<file path="src/rtl/dbd_pkg.sv">
`timescale 1ns / 1ps

package dbd_pkg;

  localparam int DAY_W   = 7;
  localparam int MONTH_W = 7;
  localparam int YEAR_W  = 14;
  localparam int COUNT_W = 22;
  localparam int ERR_W   = 2;
  // day number width; an invalid year can reach past the 22-bit count range
  localparam int DNUM_W  = 23;
  localparam int QUO_W   = 8;   // year / 100 for years up to 16383
  localparam int OFF_W   = 9;   // day of year, 1..366
  localparam int MLEN_W  = 5;

  localparam logic [YEAR_W-1:0]  YEAR_MAX  = 14'd9999;
  localparam logic [MONTH_W-1:0] MONTH_FEB = 7'd2;
  localparam logic [MONTH_W-1:0] MONTH_DEC = 7'd12;

  // x / 25 == (x * 1311) >> 15 for x below 4096
  localparam logic [10:0] RECIP_25    = 11'd1311;
  localparam int          RECIP_SHIFT = 15;
  localparam int          PROD_W      = 23;

  localparam int ERR_FIRST  = 0;
  localparam int ERR_SECOND = 1;

  typedef logic [DAY_W-1:0]   day_t;
  typedef logic [MONTH_W-1:0] month_t;
  typedef logic [YEAR_W-1:0]  year_t;
  typedef logic [COUNT_W-1:0] count_t;
  typedef logic [ERR_W-1:0]   err_t;
  typedef logic [DNUM_W-1:0]  dnum_t;

  // stage load enables handed to each lane
  typedef struct packed {
    logic ld1;
    logic ld2;
    logic ld3;
  } lane_ctrl_t;

  function automatic logic [OFF_W-1:0] days_before(input month_t m);
    logic [OFF_W-1:0] r;
    case (m)
      7'd2:    r = 9'd31;
      7'd3:    r = 9'd59;
      7'd4:    r = 9'd90;
      7'd5:    r = 9'd120;
      7'd6:    r = 9'd151;
      7'd7:    r = 9'd181;
      7'd8:    r = 9'd212;
      7'd9:    r = 9'd243;
      7'd10:   r = 9'd273;
      7'd11:   r = 9'd304;
      7'd12:   r = 9'd334;
      default: r = 9'd0;
    endcase
    return r;
  endfunction

  function automatic logic [MLEN_W-1:0] month_len(input month_t m, input logic leap);
    logic [MLEN_W-1:0] r;
    case (m)
      7'd2:                      r = leap ? 5'd29 : 5'd28;
      7'd4, 7'd6, 7'd9, 7'd11:   r = 5'd30;
      default:                   r = 5'd31;
    endcase
    return r;
  endfunction

endpackage

</file>
<file path="src/rtl/dbd_in_if.sv">
`timescale 1ns / 1ps

interface dbd_in_if;
  import dbd_pkg::*;

  logic   valid;
  logic   ready;
  day_t   first_day;
  month_t first_month;
  year_t  first_year;
  day_t   second_day;
  month_t second_month;
  year_t  second_year;

  modport source (
    output valid, first_day, first_month, first_year,
           second_day, second_month, second_year,
    input  ready
  );

  modport sink (
    input  valid, first_day, first_month, first_year,
           second_day, second_month, second_year,
    output ready
  );
endinterface

</file>
<file path="src/rtl/dbd_out_if.sv">
`timescale 1ns / 1ps

interface dbd_out_if;
  import dbd_pkg::*;

  logic   valid;
  logic   ready;
  count_t day_count;
  err_t   date_error;
  logic   second_is_earlier;

  modport source (
    output valid, day_count, date_error, second_is_earlier,
    input  ready
  );

  modport sink (
    input  valid, day_count, date_error, second_is_earlier,
    output ready
  );
endinterface

</file>
<file path="src/rtl/dbd_lane.sv">
`timescale 1ns / 1ps

// One date: validity check and day number (0001-01-01 = 1), three stages.
module dbd_lane (
  input  logic               clk,
  input  dbd_pkg::lane_ctrl_t ctrl,
  input  dbd_pkg::day_t      day,
  input  dbd_pkg::month_t    month,
  input  dbd_pkg::year_t     year,
  output dbd_pkg::dnum_t     day_num,
  output logic               ok
);
  import dbd_pkg::*;

  // stage 1: year - 1 and the two divisions by 100
  year_t              p_in;
  logic [PROD_W-1:0]  prod_y;
  logic [PROD_W-1:0]  prod_p;

  day_t               s1_d;
  month_t             s1_m;
  year_t              s1_y;
  year_t              s1_p;
  logic [QUO_W-1:0]   s1_qy;
  logic [QUO_W-1:0]   s1_qp;

  assign p_in   = year - YEAR_W'(1);
  assign prod_y = PROD_W'(year[YEAR_W-1:2]) * PROD_W'(RECIP_25);
  assign prod_p = PROD_W'(p_in[YEAR_W-1:2]) * PROD_W'(RECIP_25);

  always_ff @(posedge clk) begin
    if (ctrl.ld1) begin
      s1_d  <= day;
      s1_m  <= month;
      s1_y  <= year;
      s1_p  <= p_in;
      s1_qy <= prod_y[RECIP_SHIFT +: QUO_W];
      s1_qp <= prod_p[RECIP_SHIFT +: QUO_W];
    end
  end

  // stage 2: leap rule, validity, year base and day-of-year offset
  logic               leap;
  logic [YEAR_W-3:0]  qy_x25;
  logic               ok_c;
  dnum_t              base_c;
  logic [OFF_W-1:0]   off_c;

  dnum_t              s2_base;
  logic [OFF_W-1:0]   s2_off;
  logic               s2_ok;

  assign qy_x25 = (YEAR_W-2)'(s1_qy) * (YEAR_W-2)'(25);
  // divisible by 4, and either not by 100 or the century divisible by 4
  assign leap = (s1_y[1:0] == 2'b00) &&
                ((s1_y[YEAR_W-1:2] != qy_x25) || (s1_qy[1:0] == 2'b00));

  assign ok_c = (s1_y != '0) && (s1_y <= YEAR_MAX) && (s1_d != '0) &&
                (s1_m != '0) && (s1_m <= MONTH_DEC) &&
                (s1_d <= DAY_W'(month_len(s1_m, leap)));

  assign base_c = DNUM_W'(s1_p) * DNUM_W'(365) + DNUM_W'(s1_p[YEAR_W-1:2])
                - DNUM_W'(s1_qp) + DNUM_W'(s1_qp[QUO_W-1:2]);

  assign off_c = days_before(s1_m) + OFF_W'(leap && (s1_m > MONTH_FEB))
               + OFF_W'(s1_d[MLEN_W-1:0]);

  always_ff @(posedge clk) begin
    if (ctrl.ld2) begin
      s2_base <= base_c;
      s2_off  <= off_c;
      s2_ok   <= ok_c;
    end
  end

  // stage 3: final day number
  always_ff @(posedge clk) begin
    if (ctrl.ld3) begin
      day_num <= s2_base + DNUM_W'(s2_off);
      ok      <= s2_ok;
    end
  end

endmodule

</file>
<file path="src/rtl/dbd_merge.sv">
`timescale 1ns / 1ps

// Combines both lanes: error code, ordering and absolute difference.
module dbd_merge (
  input  logic            clk,
  input  logic            load,
  input  dbd_pkg::dnum_t  num_first,
  input  logic            ok_first,
  input  dbd_pkg::dnum_t  num_second,
  input  logic            ok_second,
  output dbd_pkg::count_t day_count,
  output dbd_pkg::err_t   date_error,
  output logic            second_is_earlier
);
  import dbd_pkg::*;

  logic  both_ok;
  logic  sec_lt;
  dnum_t diff_fs;
  dnum_t diff_sf;

  assign both_ok = ok_first && ok_second;
  assign sec_lt  = num_second < num_first;
  assign diff_fs = num_first - num_second;
  assign diff_sf = num_second - num_first;

  always_ff @(posedge clk) begin
    if (load) begin
      date_error[ERR_FIRST]  <= !ok_first;
      date_error[ERR_SECOND] <= !ok_second;
      if (!both_ok) begin
        day_count         <= '0;
        second_is_earlier <= 1'b0;
      end else begin
        second_is_earlier <= sec_lt;
        day_count         <= sec_lt ? diff_fs[COUNT_W-1:0] : diff_sf[COUNT_W-1:0];
      end
    end
  end

endmodule

</file>
<file path="src/rtl/days_between_dates.sv">
// Pipeline: 3 lane stages plus the merge stage, which is the output register.
// Throughput: one request per cycle unless stalled; each stage advances when the
// stage after it is empty or moving, so bubbles close up while the output is stalled.
// Reset (rst, synchronous) clears only the stage valid bits; data registers
// are not reset.
`timescale 1ns / 1ps

module days_between_dates (
  input  logic       clk,
  input  logic       rst,
  dbd_in_if.sink     request,
  dbd_out_if.source  result
);
  import dbd_pkg::*;

  // stage valid bits; v4 is the output register
  logic v1, v2, v3, v4;
  logic adv1, adv2, adv3, adv4;

  lane_ctrl_t ctrl;

  dnum_t num_first, num_second;
  logic  ok_first, ok_second;

  // ready chain from the output back toward the input
  assign adv4 = !v4 || result.ready;
  assign adv3 = !v3 || adv4;
  assign adv2 = !v2 || adv3;
  assign adv1 = !v1 || adv2;

  assign request.ready = adv1;

  assign ctrl.ld1 = adv1;
  assign ctrl.ld2 = adv2;
  assign ctrl.ld3 = adv3;

  always_ff @(posedge clk) begin
    if (rst) begin
      v1 <= 1'b0;
      v2 <= 1'b0;
      v3 <= 1'b0;
      v4 <= 1'b0;
    end else begin
      if (adv1) v1 <= request.valid;
      if (adv2) v2 <= v1;
      if (adv3) v3 <= v2;
      if (adv4) v4 <= v3;
    end
  end

  // one lane per date
  dbd_lane u_lane_first (
    .clk     (clk),
    .ctrl    (ctrl),
    .day     (request.first_day),
    .month   (request.first_month),
    .year    (request.first_year),
    .day_num (num_first),
    .ok      (ok_first)
  );

  dbd_lane u_lane_second (
    .clk     (clk),
    .ctrl    (ctrl),
    .day     (request.second_day),
    .month   (request.second_month),
    .year    (request.second_year),
    .day_num (num_second),
    .ok      (ok_second)
  );

  // merge stage doubles as the output register
  dbd_merge u_merge (
    .clk               (clk),
    .load              (adv4),
    .num_first         (num_first),
    .ok_first          (ok_first),
    .num_second        (num_second),
    .ok_second         (ok_second),
    .day_count         (result.day_count),
    .date_error        (result.date_error),
    .second_is_earlier (result.second_is_earlier)
  );

  assign result.valid = v4;

`ifndef ASSERT_OFF
  // any invalid date forces a zero count and no ordering flag
  a_err_zero: assert property (@(posedge clk) disable iff (rst)
    (result.valid && (result.date_error != '0)) |->
      (result.day_count == '0) && !result.second_is_earlier)
    else $error("invalid date gave nonzero result");

  // a strictly earlier second date means a nonzero distance
  a_earlier_nonzero: assert property (@(posedge clk) disable iff (rst)
    (result.valid && result.second_is_earlier) |-> (result.day_count != '0))
    else $error("second_is_earlier with zero count");

  // input only stalls when the output is held
  a_no_false_stall: assert property (@(posedge clk) disable iff (rst)
    !request.ready |-> (result.valid && !result.ready))
    else $error("request stalled with output free");

  // a full pipe that is held stays full
  a_hold_full: assert property (@(posedge clk) disable iff (rst)
    (v1 && v2 && v3 && v4 && !result.ready) |=> (v1 && v2 && v3 && v4))
    else $error("pipeline lost a request while stalled");
`endif

endmodule
</file>
<file path="src/flat_wrapper.sv">
// flat-port wrapper written by rule: the top's interface ports become plain ports
module days_between_dates_flat import dbd_pkg::*;
  (clk, rst, request_valid, request_first_day, request_first_month, request_first_year, request_second_day, request_second_month, request_second_year, request_ready, result_valid, result_day_count, result_date_error, result_second_is_earlier, result_ready);
  dbd_in_if request_i ();
  dbd_out_if result_i ();
  input  logic clk;
  input  logic rst;
  input wire logic [$bits(request_i.valid)-1:0] request_valid;
  input wire logic [$bits(request_i.first_day)-1:0] request_first_day;
  input wire logic [$bits(request_i.first_month)-1:0] request_first_month;
  input wire logic [$bits(request_i.first_year)-1:0] request_first_year;
  input wire logic [$bits(request_i.second_day)-1:0] request_second_day;
  input wire logic [$bits(request_i.second_month)-1:0] request_second_month;
  input wire logic [$bits(request_i.second_year)-1:0] request_second_year;
  output wire logic [$bits(request_i.ready)-1:0] request_ready;
  output wire logic [$bits(result_i.valid)-1:0] result_valid;
  output wire logic [$bits(result_i.day_count)-1:0] result_day_count;
  output wire logic [$bits(result_i.date_error)-1:0] result_date_error;
  output wire logic [$bits(result_i.second_is_earlier)-1:0] result_second_is_earlier;
  input wire logic [$bits(result_i.ready)-1:0] result_ready;
  assign request_i.valid = request_valid;
  assign request_i.first_day = request_first_day;
  assign request_i.first_month = request_first_month;
  assign request_i.first_year = request_first_year;
  assign request_i.second_day = request_second_day;
  assign request_i.second_month = request_second_month;
  assign request_i.second_year = request_second_year;
  assign request_ready = request_i.ready;
  assign result_valid = result_i.valid;
  assign result_day_count = result_i.day_count;
  assign result_date_error = result_i.date_error;
  assign result_second_is_earlier = result_i.second_is_earlier;
  assign result_i.ready = result_ready;
  days_between_dates u_core (.clk(clk), .rst(rst), .request(request_i), .result(result_i));
endmodule
</file>
<file path="config.mk">
export PLATFORM = sky130hd
export DESIGN_NAME = days_between_dates_flat
export DESIGN_NICKNAME = d
export VERILOG_FILES = /design/src/rtl/dbd_pkg.sv /design/src/rtl/dbd_in_if.sv /design/src/rtl/dbd_out_if.sv /design/src/rtl/dbd_lane.sv /design/src/rtl/dbd_merge.sv /design/src/rtl/days_between_dates.sv /design/src/flat_wrapper.sv
export SDC_FILE = /design/constraint.sdc
export NUM_CORES = 2
export LEC_CHECK = 0
export BUFFER_PORTS_ARGS = -buffer_cell sky130_fd_sc_hd__buf_2
export CORE_MARGIN = 5
export CORE_UTILIZATION = 65
export CTS_CLUSTER_DIAMETER = 60
export DETAILED_ROUTE_END_ITERATION = 10
export GPL_ROUTABILITY_DRIVEN = 0
export GPL_TIMING_DRIVEN = 0
export HOLD_SLACK_MARGIN = 0.02
export PLACE_DENSITY = 0.94
export SYNTH_ARGS = -nofsm -noshare
export SYNTH_HDL_FRONTEND = slang
export SYNTH_SLANG_ARGS = --single-unit
</file>
<file path="constraint.sdc">
create_clock -name clk -period 7.5 [get_ports clk]
set_input_delay 0 -clock clk [delete_from_list [all_inputs] [get_ports clk]]
set_output_delay 0 -clock clk [all_outputs]
set_load 0.05 [all_outputs]
</file>
==> impl_metrics.csv <==
group,metric,value,unit
outcome,status,"completed",
drt,ant_nets,0,
drt,remaining_drc_errors,0,
global_route,grt_usage,0.285,
layout,final_nets,4349,
timing,setup_viol,0,
critical_path,worstSetupPathType,"in -> reg",
clock_network,cts_tree,"built",
timing,finalCriticalPeriod,7140,ps
place,place_hpwl,59.4,mm
critical_path,path_common_cell,"inv_1",
critical_path,cp.arrival,7520,ps
timing,fin_worst_skew,19.7,ps
drt,wire_per_inst,20.0,um
place,portBuffers,86,
logic_synthesis,mappedNetlistNets,4163,
global_route,grt_max_degree,111,
timing,worstMarginPinSlew,1260,ps
logic_synthesis,ys_seq_area_frac,0.246,
floorplan,coreArea,50200,um2
global_route,antenna_found_initial,3,
clock_network,cts_inserted_buffers,36,
drt,num_vias,23400,
clock_network,cts_root_buf,"clkbuf_16",
global_route,overflow,0,
floorplan,die_area,55300,um2
timing,max_slew_margin,0.154,
timing,hold_viol,0,
logic_synthesis,async_flop_share,0,
logic_synthesis,synth.distinct_cells,81,
critical_path,cp_slowest_cell,"xnor2_1",
critical_path,start_kind,"input port",
floorplan,num_io_pins,87,
drt,drt_iter0_markers,1983,
timing,fin_hold_ws,136,ps
timing,tns,0,ps
clock_network,post-cts-setup-buffer-count,0,
floorplan,initial_core_util,0.657,
global_route,grt_pass1_vias,25925,
floorplan,die_width,235,um
logic_synthesis,synth_ff_type,"edfxtp_1",
drt,drt-total-wl,79.3,mm
logic_synthesis,avgSynthCellArea,10.7,um2
global_route,grt_pass1_wl,128,mm
floorplan,rows,82,
layout,layout-drive-gt1-share,0.0617,
layout,final_cell_area,36200,um2
floorplan,dieHeight,235,um
place,dpl_cell_area,34300,um2
hold_path,hp-class,"in -> reg",
critical_path,crit_fanout,9,
clock_network,clk_latency,570,ps
clock_network,htreeDepth,2,
run,maxCapViolations,0,
clock_network,clk_pin_slew,60,ps
critical_path,cp-end-kind,"register",
critical_path,slowest_delay,550,ps
drt,first_pass_iters,9,
clock_network,cts_buffer_depth,3,
layout,area_growth,9.79,%
logic_synthesis,netlist_area,33000,um2
logic_synthesis,ys_seq_elements,277,
timing,min_period_over_period,0.952,
drt,viasPerCell,5.90,
timing,rsz0062_at_grt,"false",
critical_path,required,7880,ps
logic_synthesis,yosys_warnings,0,
critical_path,r2r_setup_slack,1760,ps
clock_network,clock-sinks,277,
timing,fmax,140,MHz
timing,drv_slew,0,
logic_synthesis,synth_edf_count,255,
logic_synthesis,synthCells,3079,
[cells by family (layout without fill, tap and decap cells)]
kind of cell | Yosys count | count (layout) | synth area share
buffers and inverters | 695 | 908 | 0.0808
muxes | 26 | 26 | 0.00831
AOI/OAI and AO/OA | 413 | 413 | 0.0810
and+or+nand+nor | 424 | 424 | 0.0629
xor gates and xnor gates | 218 | 218 | 0.0582
adders and majority gates | 1026 | 1026 | 0.463
other | 0 | 3 | 0
DFF | 277 | 277 | 0.246
[critical path: cells and delay by family]
kind	cells	cell delay (ps)
AND/OR/NAND/NOR	5	460
AO/OA/AOI/OAI	10	2230
adder cells (fa/ha/maj)	7	2660
buffers and inverters	9	1630
XOR/XNOR	1	550
[per-layer routing]
metal / GRT usage / up-vias / routed length (um)
li1: - / 10597 / -
met1: 0.315 / 11387 / 28500
met2: 0.523 / 1049 / 41100
met3: 0.0501 / 367 / 4950
met4: 0.148 / 0 / 4690
met5: 0 / - / 0
[through the flow]
| stage | utilization | worst slack, ps | cells |
|---|---|---|---|
| floorplan | - | 1930 | 3079 |
| CTS | 0.721 | 499 | 3964 |
| global route | 0.721 | 8.75 | 3966 |
| global placement | 0.682 | 896 | 3837 |
| detailed placement | 0.684 | 420 | 3840 |
| finish | 0.721 | 362 | 3967 |
[synthesized netlist by cell type, drive strengths merged (4+ instances only)]
master / instances / share of area
a2111oi: 6 / 0.0016
a211oi: 19 / 0.0049
a21boi: 10 / 0.0023
a21o: 65 / 0.015
a21oi: 122 / 0.019
a311oi: 4 / 0.0011
a31oi: 16 / 0.0030
a41oi: 4 / 0.0011
and2: 13 / 0.0025
and3: 20 / 0.0038
buf: 16 / 0.0035
clkbuf: 5 / 0.00057
dfxtp: 22 / 0.013
edfxtp: 255 / 0.23
fa: 324 / 0.20
ha: 700 / 0.27
inv: 674 / 0.077
mux2: 8 / 0.0027
mux2i: 18 / 0.0056
nand2: 101 / 0.012
nand2b: 16 / 0.0030
nand3: 33 / 0.0050
nand3b: 4 / 0.00091
nand4: 18 / 0.0034
nor2: 124 / 0.014
nor2b: 25 / 0.0047
nor3: 25 / 0.0039
nor3b: 7 / 0.0016
nor4: 12 / 0.0023
o211ai: 10 / 0.0024
o21a: 11 / 0.0025
o21ai: 90 / 0.014
o21bai: 13 / 0.0030
o31ai: 6 / 0.0015
or2: 7 / 0.0013
or3: 7 / 0.0015
xnor2: 150 / 0.040
xor2: 68 / 0.018
[sequential cells by signal, summed over array words and instances, names as in the netlist, 2 cells and up, named ones only]
signal	count
u_core.u_lane_first.day_num	23
u_core.u_lane_first.s1_d	7
u_core.u_lane_first.s1_m	7
u_core.u_lane_first.s1_p	14
u_core.u_lane_first.s1_qp	8
u_core.u_lane_first.s1_qy	8
u_core.u_lane_first.s1_y	14
u_core.u_lane_first.s2_base	23
u_core.u_lane_first.s2_off	9
u_core.u_lane_second.day_num	23
u_core.u_lane_second.s1_d	7
u_core.u_lane_second.s1_m	7
u_core.u_lane_second.s1_p	14
u_core.u_lane_second.s1_qp	8
u_core.u_lane_second.s1_qy	8
u_core.u_lane_second.s1_y	14
u_core.u_lane_second.s2_base	23
u_core.u_lane_second.s2_off	9
u_core.u_merge.date_error	2
u_core.u_merge.day_count	22
[final timing paths]
path                                      end  cells past startpoint                          from
max             u_core.u_lane_second.s1_qp[5]                     32        request_second_year[2]
min reg2reg           u_core.u_lane_second.ok                      0    u_core.u_lane_second.s2_ok
max reg2reg  u_core.u_lane_second.s2_base[21]                     18  u_core.u_lane_second.s1_p[5]
min               u_core.u_lane_first.s1_m[4]                      2        request_first_month[4]
[layout by cell type, fill, tap and decap left out, types with 17 or more instances in the layout]
cell           instances
a21o_1                65
xnor2_1              148
and3_1                20
nand2_1               99
o21ai_0               87
a21oi_1              122
fa_1                 324
mux2i_1               17
ha_1                 700
nand4_1               18
clkbuf_16             37
dlygate4sd3_1         59
nor2_1               123
a211oi_1              17
dfxtp_1               22
xor2_1                68
nor3_1                24
inv_1                673
buf_2                 94
nor2b_1               25
nand3_1               33
edfxtp_1             255
[what timing repair did]
action / in CTS / in global routing
hold buffers: 59 / 0
resized for setup: 0 / 1
setup endpoints to repair: 0 / 4
endpoints found under the hold margin: 75 / 0
[area by class of cell]
type,instances,area [um2]
fillers,2979,14000
clock inverters,24,308
well taps,672,841
repair buffers,148,1100
plain buffers,21,134
inverters,674,2530
multi-input cells,2107,22200
diodes,3,7.51
flip-flops and latches,277,8100
clock buffers,41,951
Power is left out: the tool's default activity adds up to more than one toggle a clock period on the data nets, which glitch-free logic cannot reach.
